<file path="config.mk">
export PLATFORM = sky130hd
export DESIGN_NAME = async_start_stop_deframer
export DESIGN_NICKNAME = d
export VERILOG_FILES = /design/src/assd_pkg.sv /design/src/async_start_stop_deframer.sv
export SDC_FILE = /design/constraint.sdc
export NUM_CORES = 1
export LEC_CHECK = 0
export ABC_CLOCK_PERIOD_IN_PS = 4700
export BUFFER_PORTS_ARGS = -buffer_cell sky130_fd_sc_hd__buf_2
export CORE_MARGIN = 3
export CORE_UTILIZATION = 40
export CTS_CLUSTER_DIAMETER = 80
export CTS_CLUSTER_SIZE = 30
export DETAILED_ROUTE_END_ITERATION = 10
export GPL_TIMING_DRIVEN = 0
export PLACE_DENSITY = 0.66
export SLEW_MARGIN = 10
export SYNTH_ARGS = -nofsm -noshare
export SYNTH_HDL_FRONTEND = slang
export SYNTH_SLANG_ARGS = --single-unit
</file>
<file path="constraint.sdc">
create_clock -name aclk -period 4.7 [get_ports aclk]
set_input_delay 0.94 -clock aclk [delete_from_list [all_inputs] [get_ports aclk]]
set_output_delay 0.94 -clock aclk [all_outputs]
set_load 0.005 [all_outputs]
</file>
<file path="src/assd_pkg.sv">
// Shared constants and types for the start/stop serial receive deframer.
package assd_pkg;

    // Widths of the item fields.
    localparam int unsigned BITS_W  = 8;
    localparam int unsigned COUNT_W = 4;
    localparam int unsigned CHAR_W  = 8;

    // Largest number of line bits taken from one item.
    localparam int unsigned MAX_BITS_PER_CALL = 8;

    // One frame: start bit, eight data bits, stop bit.
    localparam int unsigned FRAME_BITS = 10;

    // Queue holds at most nine leftover bits plus one full group.
    localparam int unsigned QUEUE_W = FRAME_BITS - 1 + MAX_BITS_PER_CALL;
    localparam int unsigned PEND_W  = $clog2(QUEUE_W + 1);
    localparam int unsigned IDX_W   = $clog2(BITS_W);

    // Sequencer states, one-hot.
    typedef enum logic [2:0] {
        ST_IDLE = 3'b001,
        ST_RUN  = 3'b010,
        ST_EMIT = 3'b100
    } state_t;

endpackage

</file>
<file path="src/async_start_stop_deframer.sv">
// Start/stop serial receive deframer: bit-serial queue fill, idle drop and frame output.
// Operation: an item is taken in the idle state, then each run step appends one line bit
// and drops one idle one from the old end; a last run step decides, and a character goes
// through the emit step into the result register, which stalls while that register is full.
// A new item is taken only in the idle state, after the last one is fully handled. Reset
// (aresetn, synchronous, active low) empties the queue and the result register.
module async_start_stop_deframer (
    input  logic                               aclk,
    input  logic                               aresetn,
    input  logic                               s_valid,
    output logic                               s_ready,
    input  logic [assd_pkg::BITS_W-1:0]        s_new_bits,
    input  logic [assd_pkg::COUNT_W-1:0]       s_bit_count_in,
    output logic                               m_valid,
    input  logic                               m_ready,
    output logic [assd_pkg::CHAR_W-1:0]        m_char_out,
    output logic                               m_stop_ok
);

    localparam int unsigned QW = assd_pkg::QUEUE_W;
    localparam int unsigned PW = assd_pkg::PEND_W;
    localparam int unsigned CW = assd_pkg::COUNT_W;
    localparam int unsigned IW = assd_pkg::IDX_W;

    assd_pkg::state_t state_reg, state_next;

    // Queue: oldest pending bit sits at the top, bit QW-1.
    logic [QW-1:0]                  q_reg, q_next;
    logic [PW-1:0]                  pend_reg, pend_next;
    logic [assd_pkg::BITS_W-1:0]    bits_reg, bits_next;
    logic [CW-1:0]                  cnt_reg, cnt_next;

    logic                           out_valid_reg, out_valid_next;
    logic [assd_pkg::CHAR_W-1:0]    char_reg, char_next;
    logic                           stop_reg, stop_next;

    logic                           drop;
    logic [QW-1:0]                  q_shift;
    logic [PW-1:0]                  pend_drop;
    logic [PW-1:0]                  wr_pos;
    logic                           have_bit;
    logic                           line_bit;
    logic                           append;
    logic [IW-1:0]                  bit_idx;
    logic [CW-1:0]                  count_sat;
    logic                           out_free;
    logic [assd_pkg::CHAR_W-1:0]    frame_char;

    assign s_ready    = (state_reg == assd_pkg::ST_IDLE);
    assign m_valid    = out_valid_reg;
    assign m_char_out = char_reg;
    assign m_stop_ok  = stop_reg;

    assign out_free = !out_valid_reg || m_ready;

    // Counts above the maximum are clamped.
    assign count_sat = (s_bit_count_in > CW'(assd_pkg::MAX_BITS_PER_CALL))
                     ? CW'(assd_pkg::MAX_BITS_PER_CALL) : s_bit_count_in;

    // One step of the queue: drop an idle one at the old end, append the next line bit.
    assign drop      = (pend_reg != '0) && q_reg[QW-1];
    assign q_shift   = drop ? {q_reg[QW-2:0], 1'b0} : q_reg;
    assign pend_drop = drop ? pend_reg - PW'(1) : pend_reg;
    assign have_bit  = (cnt_reg != '0);
    assign bit_idx   = IW'(cnt_reg - CW'(1));
    assign line_bit  = bits_reg[bit_idx];
    assign append    = have_bit && !((pend_drop == '0) && line_bit);
    assign wr_pos    = PW'(QW - 1) - pend_drop;

    // Data bits follow the start bit, least significant first.
    always_comb begin
        for (int i = 0; i < assd_pkg::CHAR_W; i++) begin
            frame_char[i] = q_reg[QW-2-i];
        end
    end

    // Sequencer and datapath next values.
    always_comb begin
        state_next     = state_reg;
        q_next         = q_reg;
        pend_next      = pend_reg;
        bits_next      = bits_reg;
        cnt_next       = cnt_reg;
        out_valid_next = out_valid_reg;
        char_next      = char_reg;
        stop_next      = stop_reg;

        if (m_ready) begin
            out_valid_next = 1'b0;
        end

        unique case (state_reg)
            assd_pkg::ST_IDLE: begin
                if (s_valid) begin
                    bits_next  = s_new_bits;
                    cnt_next   = count_sat;
                    state_next = assd_pkg::ST_RUN;
                end
            end
            assd_pkg::ST_RUN: begin
                if (!have_bit && !drop) begin
                    if (pend_reg >= PW'(assd_pkg::FRAME_BITS)) begin
                        state_next = assd_pkg::ST_EMIT;
                    end else begin
                        state_next = assd_pkg::ST_IDLE;
                    end
                end else begin
                    for (int i = 0; i < QW; i++) begin
                        q_next[i] = (append && (wr_pos == PW'(i))) ? line_bit : q_shift[i];
                    end
                    pend_next = pend_drop + PW'(append);
                    if (have_bit) begin
                        cnt_next = cnt_reg - CW'(1);
                    end
                end
            end
            assd_pkg::ST_EMIT: begin
                if (out_free) begin
                    out_valid_next = 1'b1;
                    char_next      = frame_char;
                    stop_next      = q_reg[QW-1-assd_pkg::FRAME_BITS+1];
                    q_next         = q_reg << assd_pkg::FRAME_BITS;
                    pend_next      = pend_reg - PW'(assd_pkg::FRAME_BITS);
                    state_next     = assd_pkg::ST_IDLE;
                end
            end
            default: begin
                state_next = assd_pkg::ST_IDLE;
            end
        endcase
    end

    // Control registers.
    always_ff @(posedge aclk) begin
        if (!aresetn) begin
            state_reg     <= assd_pkg::ST_IDLE;
            pend_reg      <= '0;
            cnt_reg       <= '0;
            out_valid_reg <= 1'b0;
        end else begin
            state_reg     <= state_next;
            pend_reg      <= pend_next;
            cnt_reg       <= cnt_next;
            out_valid_reg <= out_valid_next;
        end
    end

    // Payload registers.
    always_ff @(posedge aclk) begin
        q_reg    <= q_next;
        bits_reg <= bits_next;
        char_reg <= char_next;
        stop_reg <= stop_next;
    end

    // The queue never holds more bits than it has room for.
    assert property (@(posedge aclk) disable iff (!aresetn)
        pend_reg <= PW'(QW))
        else $error("queue fill exceeds its size");

    // Between items, less than a full frame is left pending.
    assert property (@(posedge aclk) disable iff (!aresetn)
        (state_reg == assd_pkg::ST_IDLE) |-> (pend_reg < PW'(assd_pkg::FRAME_BITS)))
        else $error("full frame left pending while idle");

    // A frame is emitted only with a zero start bit at the old end.
    assert property (@(posedge aclk) disable iff (!aresetn)
        (state_reg == assd_pkg::ST_EMIT) |->
            (!q_reg[QW-1] && (pend_reg >= PW'(assd_pkg::FRAME_BITS))))
        else $error("frame emitted without start bit or enough bits");

    // A blocked result register holds the sequencer in its emit step.
    assert property (@(posedge aclk) disable iff (!aresetn)
        ((state_reg == assd_pkg::ST_EMIT) && out_valid_reg && !m_ready) |=>
            (state_reg == assd_pkg::ST_EMIT))
        else $error("frame left emit step while result register was full");

endmodule

</file>
## Word-level counts from Yosys, hierarchy flattened

Cells that the tools add are included.
W data, S select, Z words.

| operators by class | value |
|---|---|
| mux-type cells | 40 |
| add/subtract/negate cells | 5 |
| $lt $le $gt $ge | 3 |
| equal/unequal tests | 41 |
| reductions and logical operators | 54 |

Operator list:

| cell | count |
|---|---|
| $reduce_and A4 Y1 | 18 |
| $mux W17 | 3 |
| $ne A3 B3 Y1 const B | 17 |
| $eq A5 B4 Y1 const B | 8 |
| $pmux W17 S2 | 1 |
| $logic_and A1 B1 Y1 | 21 |
| $mux W1 | 21 |
| $eq A5 B3 Y1 const B | 4 |
| $mux W4 | 4 |
| $mux W5 | 3 |
| $mux W3 | 4 |
| $eq A5 B2 Y1 const B | 2 |
| $logic_not A5 Y1 | 2 |
| $ne A2 B2 Y1 const B | 5 |
| $pmux W5 S2 | 1 |
| $pmux W3 S3 | 1 |
| $pmux W4 S2 | 1 |
| $reduce_and A3 Y1 | 2 |
| $add A5 B1 Y5 | 1 |
| $eq A5 B1 Y1 const B | 1 |
| $eq A5 B5 Y1 const B | 1 |
| $ge A5 B4 Y1 const B | 1 |
| $reduce_bool A5 Y1 | 1 |
| $sub A5 B1 Y5 const B | 1 |
| other kinds (14) | 19 |

| storage, ports and cells | value |
|---|---|
| output and inout bits | 11 |
| input port bits | 16 |
| bits in registers | 47 |

## Logic depth before layout (Yosys ltp)

Gate-level depths: netlist of run 1.

| depth | value |
|---|---|
| word-level depth | 11 |
| depth in mapped cells | 14 |

## Worst setup path after synthesis of run 1

Ideal clock, no wire load.

| timing | value |
|---|---|
| path kind | register to register |
| start | register pend_reg[0] |
| end | register q_reg[4], enable pin |
| required time | 4396 ps |
| stages on the path, launching flop included | 15 |
| library setup time | 304 ps |
| period minus slack after synthesis | 3316 ps |
| arrival time | 3012 ps |
| setup slack | 1384 ps |
| path through | dfxtp_1 -> clkbuf_1 -> inv_1 -> ha_1 -> or4b_4 -> nand3_1 -> o2bb2ai_1 -> and3_1 -> ha_1 -> nand2b_1 -> a21oi_1 -> buf_4 -> and3_1 -> nand2_1 -> a21oi_1 |

| between the ends | value |
|---|---|
| cells in the longest elaborated chain, start to end | 10 |
| elaborated cells between the ends (all ways) | 16 |
| classes of those cells | add/sub: 2; eq/ne: 3; mux: 1; reduce/logical: 10 |

RTL lines:

| what | line | text |
|---|---|---|
| start: declaration | async_start_stop_deframer.sv:29 | `logic [PW-1:0] pend_reg, pend_next;` |
| start signal: assignment | async_start_stop_deframer.sv:142 | `pend_reg <= pend_next;` |
| parallel branches: the longest is 9 deep, another holds $sub A5 B1 Y5 | -- |  |
| $reduce_and A4 Y1 (no line) * | -- |  |
| end signal: assignment | async_start_stop_deframer.sv:150 | `q_reg <= q_next;` |
| end: declaration | async_start_stop_deframer.sv:28 | `logic [QW-1:0] q_reg, q_next;` |

Every way passes the cells marked *.
A chain may end at the register's enable or synchronous reset.

## Final worst setup path of run 1

| timing | value |
|---|---|
| start | register pend_reg[0] |
| end | register pend_reg[2] |

| between the ends | value |
|---|---|
| cells in the longest elaborated chain, start to end | 10 |
| elaborated cells between the ends (all ways) | 17 |
| classes of those cells | add/sub: 3; eq/ne: 1; mux: 4; reduce/logical: 9 |

RTL lines:

| what |
|---|
| parallel branches: the longest is 10 deep, another holds $sub A5 B1 Y5 |

Several ways; the timed one is not identified. The select of a mux whose other input is x is not followed.

==> flow_summary.json, run 1 <==
{
  "status": "finished, final reports clean",
  "antenna_cells": 0,
  "wire_per_inst_um": 15.9,
  "slew_headroom_pct": 28.5,
  "clockBufferDepth": 2,
  "synthToLayoutAreaGrowth_pct": 11.6,
  "hold_viol": 0,
  "cp.depth": 14,
  "vias": 2235,
  "htreeDepth": 2,
  "leakagePower_nw": 1.16,
  "ir_drop_mv": 0.158,
  "ys_ff_latch": 47,
  "ys.flop_type": "edfxtp_1",
  "timing.setup.tns_ns": 0,
  "nNetsFinal": 333,
  "grt_pass1_wl_mm": 9.86,
  "netlist_instances": 275,
  "vias_per_cell": 5.79,
  "path_delay_family": "compound AO/OA/AOI/OAI gates",
  "r2r_start": "pend_reg[0]",
  "worstPathRequired_ns": 4.87,
  "slew_violations": 0,
  "cts_root_buffer": "clkbuf_8",
  "port_buffers": 26,
  "synthMuxAreaShare_pct": 6.51,
  "maxCapViolations": 0,
  "hold_ws_ns": 0.466,
  "cp.arrival_ns": 4.15,
  "async_reset_ff_share_pct": 0,
  "syn_nets": 300,
  "min_from": "q_reg[8]",
  "ios": 27,
  "whs_endpoint": "m_char_out[7]",
  "drc": 0,
  "synth_area_um2": 2710,
  "startpoint_type": "register",
  "cpMostUsedCell": "ha_1",
  "antenna_found_initial": 0,
  "cts_setup_buffers": 0,
  "ff2ff_path_depth": 14,
  "ant_nets": 0,
  "drt_wl_total_mm": 6.13,
  "r2r_end": "pend_reg[2]",
  "cp_slowest_stage_delay_ns": 0.73,
  "track_usage_pct": 16.4,
  "worst_pin_slew_ns": 1.07,
  "die_x_um": 88.3,
  "r2r_slack_ns": 0.72,
  "fp.dieH_um": 88.3,
  "min_path_type": "reg2reg",
  "crit_type": "reg2reg",
  "worstSetupEndpointType": "register",
  "largest_register_ffs": 17,
  "critical_path.max_fanout": 10,
  "dieArea_um2": 7800,
  "crit_slowest_cell": "o2bb2ai_1",
  "placed_cells": 378,
  "fillers": 627,
  "grt_pass1_vias": 2053,
  "start_util_pct": 42.0,
  "drive_gt1_share_pct": 16.2,
  "synth-adder-area-share_pct": 4.16,
  "power_density_nw_per_um2": 260,
  "cts_buffers": 5,
  "worstPathCellList": "clkbuf_1 > inv_1 > ha_1 > or4b_4 > nand3_1 > o2bb2ai_1 > and3_1 > ha_1 > a21oi_1 > ha_1 > ha_1 > xnor2_1 > a211oi_1 > a211oi_1",
  "postCtsHoldBufs": 0,
  "worst_clock_skew_ns": 0.00623,
  "dr.pass1.iters": 4,
  "cts_tree": "yes",
  "core_area_um2": 6460,
  "critPathBufInv": 2,
  "drtIter0Drc": 209,
  "rsz0062_at_grt": "false",
  "synth_warnings": 0,
  "synth_compound_gate_area_share_pct": 15.6,
  "clk_pin_slew_ns": 0.09,
  "fmax_ghz": 0.251,
  "clock-sinks": 47,
  "instances_no_fill": 386,
  "cts_resized": 0,
  "seq_area_frac_synth_pct": 47.3,
  "period_needed_ns": 3.98,
  "synthDistinctLibCells": 52,
  "synth_edf_count": 34,
  "synth-xor-area-share_pct": 2.82,
  "synth-simple-area-share_pct": 19.0,
  "row_count": 29,
  "dp_hpwl_mm": 4.40,
  "timing.final.crit_share_pct": 84.8,
  "gp_congestion": 0.894,
  "clock_latency_ns": 0.30,
  "min_path_cells": 0,
  "synth_top_family_by_area": "simple AND/OR/NAND/NOR gates",
  "finalSetupViolCount": 0,
  "grt_remaining_overflow": 0,
  "grt_max_degree": 16,
  "syn_avg_cell_area_um2": 9.85
}
## synth_stat cells (3+ instances only)
library cell   n  area (um^2)
a211oi_1       3         22.5
a21o_1         3         22.5
a21oi_1       30          150
a31oi_1        3         18.8
and3_1         3         18.8
clkbuf_1      13         48.8
dfxtp_1       13          260
edfxtp_1      34         1020
ha_1           9          113
inv_1         11         41.3
mux2i_1       12          120
nand2_1       30          113
nand3_1        8         40.0
nand4_1       10         62.6
nor2_1        22         82.6
nor3_1         7         35.0
nor3b_1        4         30.0
o211ai_1       6         45.0
o21ai_0       10         50.1
or3_1          3         18.8
xnor2_1        5         43.8
## cells by family (layout without fill, tap and decap cells)
family / after synthesis / count (layout)
multiplexers: 15 / 15
AND/OR/NAND/NOR: 100 / 100
buffers and inverters: 28 / 62
XOR/XNOR: 7 / 7
AO/OA/AOI/OAI: 69 / 69
flip-flops: 47 / 47
adder cells (fa/ha/maj): 9 / 9
## power breakdown
group	total (W)	internal, W	switching, W
registers	0.000457	0.000452	0.00000520
clock network	0.000249	0.000105	0.000144
logic	0.0000820	0.0000323	0.0000498
total	0.000787	0.000589	0.000199
## per-stage QoR
step / utilization (%) / setup slack, ns / total power (W) / cell area, um^2
2_1_floorplan: - / 1.38 / 0.000523 / 2710
3_3_place_gp: 45.5 / 0.889 / 0.000547 / 2940
3_5_place_dp: 45.5 / 0.813 / 0.000548 / 2940
4_1_cts: 46.8 / 0.794 / 0.000796 / 3020
5_1_grt: 46.8 / 0.550 / 0.000822 / 3020
6_report: 46.8 / 0.717 / 0.000787 / 3020
## per-layer routing
metal | wire, um | GRT usage (%)
met1 | 2820 | 22.4
met5 | 0 | 0
met3 | 359 | 3.07
met4 | 65 | 4.26
met2 | 2880 | 26.9
## worst reg2reg max path, stage by stage, from the launching register on
cell and delay (ns):
dfxtp_1 0.31, clkbuf_1 0.28, inv_1 0.21, ha_1 0.31, or4b_4 0.26, nand3_1 0.12, o2bb2ai_1 0.73, and3_1 0.32
ha_1 0.24, a21oi_1 0.09, ha_1 0.26, ha_1 0.22, xnor2_1 0.14, a211oi_1 0.27, a211oi_1 0.09
## worst max-delay path by stage
stage                startpoint     endpoint  slack (ns)
detailed placement  pend_reg[0]  pend_reg[2]        0.81
CTS                 pend_reg[0]  pend_reg[2]        0.79
global route        pend_reg[0]     q_reg[3]        0.55
global placement    pend_reg[0]  pend_reg[2]        0.89
finish              pend_reg[0]  pend_reg[2]        0.72
floorplan           pend_reg[0]     q_reg[4]        1.38
## final cells by class
type / count / area (um^2) / share of cell area [%]
buffer: 17 / 83.8 / 2.77
clock buffer: 5 / 68.8 / 2.28
clock inverter: 3 / 18.8 / 0.621
inverter: 11 / 41.3 / 1.37
multi-input combinational: 200 / 1300 / 43.1
sequential: 47 / 1280 / 42.4
tap: 77 / 96.3 / 3.19
timing repair buffer: 26 / 130 / 4.30
## layout by cell type, fill, tap and decap left out, types with 4 or more instances in the layout
cell and count:
edfxtp_1 34, a21oi_1 30, nand2_1 30, buf_2 27
nor2_1 22, clkbuf_1 13, dfxtp_1 13, mux2i_1 12
inv_1 11, o21ai_0 10, nand4_1 10, ha_1 9
nand3_1 8, nor3_1 7, o211ai_1 6, xnor2_1 5
clkbuf_8 5, nor3b_1 4
Note: power is estimated with default switching activity, not from simulation.
==> inputs of run 2 (changes only) <==
--- a/config.mk
+++ b/config.mk
@@ -5,7 +5,7 @@
 export SDC_FILE = /design/constraint.sdc
 export NUM_CORES = 1
 export LEC_CHECK = 0
-export ABC_CLOCK_PERIOD_IN_PS = 4700
+export ABC_CLOCK_PERIOD_IN_PS = 3800
 export BUFFER_PORTS_ARGS = -buffer_cell sky130_fd_sc_hd__buf_2
 export CORE_MARGIN = 3
 export CORE_UTILIZATION = 40
==> constraint.sdc (replaced) <==
create_clock -name aclk -period 3.8 [get_ports aclk]
set_input_delay 0.76 -clock aclk [delete_from_list [all_inputs] [get_ports aclk]]
set_output_delay 0.76 -clock aclk [all_outputs]
set_load 0.005 [all_outputs]
==> run 2 against run 1 <==
  * Global-route usage is 0.058 points higher
  * Maximum frequency is 11% higher
  * Worst setup slack worse by 0.52 ns
  * Total power is 24% higher
  * Combinational power is 24% higher
==> flow_summary.json, run 2 (synthesized netlist as in run 1, its figures left out) <==
{
  "wl_met3_um": 359,
  "power_switching_w": 0.000246,
  "synthToLayoutAreaGrowth_pct": 13.3,
  "wire_per_inst_um": 16.0,
  "clockBufferDepth": 2,
  "clock-sinks": 47,
  "grt_max_degree": 16,
  "worst_slack_ns": 0.201,
  "largest_register_ffs": 17,
  "cts_root_buffer": "clkbuf_8",
  "sw_frac_of_total_pct": 25.2,
  "clock_latency_ns": 0.31,
  "hold_ws_ns": 0.468,
  "hold_viol": 0,
  "core_area_um2": 6460,
  "worstPathRequired_ns": 3.97,
  "htreeDepth": 2,
  "worstSetupEndpointType": "register",
  "dp_slack_ns": -0.0868,
  "grt_pass1_vias": 2063,
  "critical_path.max_fanout": 10,
  "drive_gt1_share_pct": 17.4,
  "period_needed_ns": 3.60,
  "final_common_cell": "edfxtp_1",
  "cp.arrival_ns": 3.77,
  "power_w": 0.000975,
  "clkPwrFrac_pct": 31.6,
  "combinationalPowerShare_pct": 10.5,
  "min_path_type": "reg2reg",
  "leakagePower_nw": 1.18,
  "slew_headroom_pct": 29.3,
  "track_usage_pct": 16.5,
  "startpoint_type": "register",
  "dieArea_um2": 7800,
  "fp.dieH_um": 88.3,
  "cts_tree": "yes",
  "mostFrequentLayoutCells": "edfxtp_1, a21oi_1, nand2_1",
  "crit_type": "reg2reg",
  "p_seq_share_pct": 58.0,
  "clk_pin_slew_ns": 0.09,
  "drt_wl_total_mm": 6.21,
  "wl_met1_mm": 2.85,
  "top_layer_used": "met4",
  "gp_congestion": 0.894,
  "dr_wl_met2_mm": 2.89,
  "seq_area_um2": 1280,
  "ir_drop_mv": 0.195,
  "antenna_cells": 0,
  "worst_clock_skew_ns": 0.00586,
  "grt_remaining_overflow": 0,
  "dp_hpwl_mm": 4.40,
  "grt_pass1_wl_mm": 9.90,
  "dr.pass1.iters": 5,
  "cts_buffers": 5,
  "port_buffers": 26,
  "vias_per_cell": 5.83,
  "antenna_found_initial": 0,
  "status": "finished, final reports clean",
  "fillers": 616,
  "power_density_nw_per_um2": 318,
  "postCtsHoldBufs": 0,
  "ios": 27,
  "fmax_ghz": 0.278,
  "ant_nets": 0,
  "timing.final.crit_share_pct": 94.7,
  "row_count": 29,
  "finalSetupViolCount": 0,
  "start_util_pct": 42.0,
  "rsz0062_at_grt": "false",
  "drc": 0,
  "die_x_um": 88.3,
  "worst_pin_slew_ns": 1.06,
  "multi_input_area_um2": 1330,
  "drtIter0Drc": 246,
  "vias": 2262,
  "slew_violations": 0,
  "nNetsFinal": 335,
  "intPower_w": 0.000729,
  "maxCapViolations": 0
}
-- run 2: cell count changes in the layout (fill, tap and decap cells not counted) --
cell,delta
o2bb2ai_1,-1
inv_2,+1
xor2_2,-1
inv_1,-1
xor2_4,+1
buf_4,+2
o2bb2ai_4,+1
-- run 2: path summary, 6_finish.rpt --
check                    from            end  slack, ns  cells past startpoint
setup / recovery  pend_reg[0]    pend_reg[2]       0.20                     14
hold / removal       q_reg[8]  m_char_out[7]       0.47                      0
setup reg to reg  pend_reg[0]    pend_reg[2]       0.20                     14
hold reg to reg      q_reg[8]  m_char_out[7]       0.47                      0
-- run 2: repair_timing --
action                                  in CTS  in global routing
gates cloned                                 0                  0
gates resized for setup                      1                  3
buffers inserted                             0                  2
endpoints found under the setup margin       6                 24
-- run 2: area by class of cell --
class | instances | area share [%]
clock buffer | 5 | 2.24
timing repair buffer | 28 | 4.73
buffer | 17 | 2.73
multi-input combinational | 200 | 43.5
sequential | 47 | 41.7
tap | 77 | 3.14
clock inverter | 3 | 0.611
inverter | 11 | 1.35
-- run 2: metrics by stage --
step           util [%]  cells  cell area [um^2]  setup TNS (ns)
4_1_cts            46.9    386              3030               0
6_report           47.5    388              3070               0
3_3_place_gp       45.5    378              2940         -0.0105
5_1_grt            47.5    388              3070               0
3_5_place_dp       45.5    378              2940          -0.208
2_1_floorplan         -    275              2710               0
-- run 2: worst max-delay path, cell delays in order (launching register included) --
cell and delay (ns):
dfxtp_1 0.31, clkbuf_1 0.20, inv_2 0.16, ha_1 0.25, or4b_4 0.53, nand4_4 0.16
xor2_4 0.29, and3_1 0.26, ha_1 0.24, a21oi_1 0.09, ha_1 0.26, ha_1 0.22
xnor2_1 0.13, a211oi_1 0.27, a211oi_1 0.09
-- run 2: metal layers --
| layer | track usage, % | vias to the layer above |
|---|---|---|
| met5 | 0 | - |
| met4 | 4.81 | 0 |
| met3 | 3.17 | 11 |
| met2 | 26.6 | 79 |
| met1 | 22.5 | 1087 |
| li1 | - | 1085 |
-- run 2: power groups by stage --
stage                      logic, W  registers (W)  clock network [W]
after floorplan           0.0000718       0.000575                  0
after global placement    0.0000998       0.000577                  0
after detailed placement   0.000101       0.000577                  0
after CTS                  0.000101       0.000565           0.000318
after global routing       0.000115       0.000566           0.000336
final                      0.000102       0.000565           0.000308
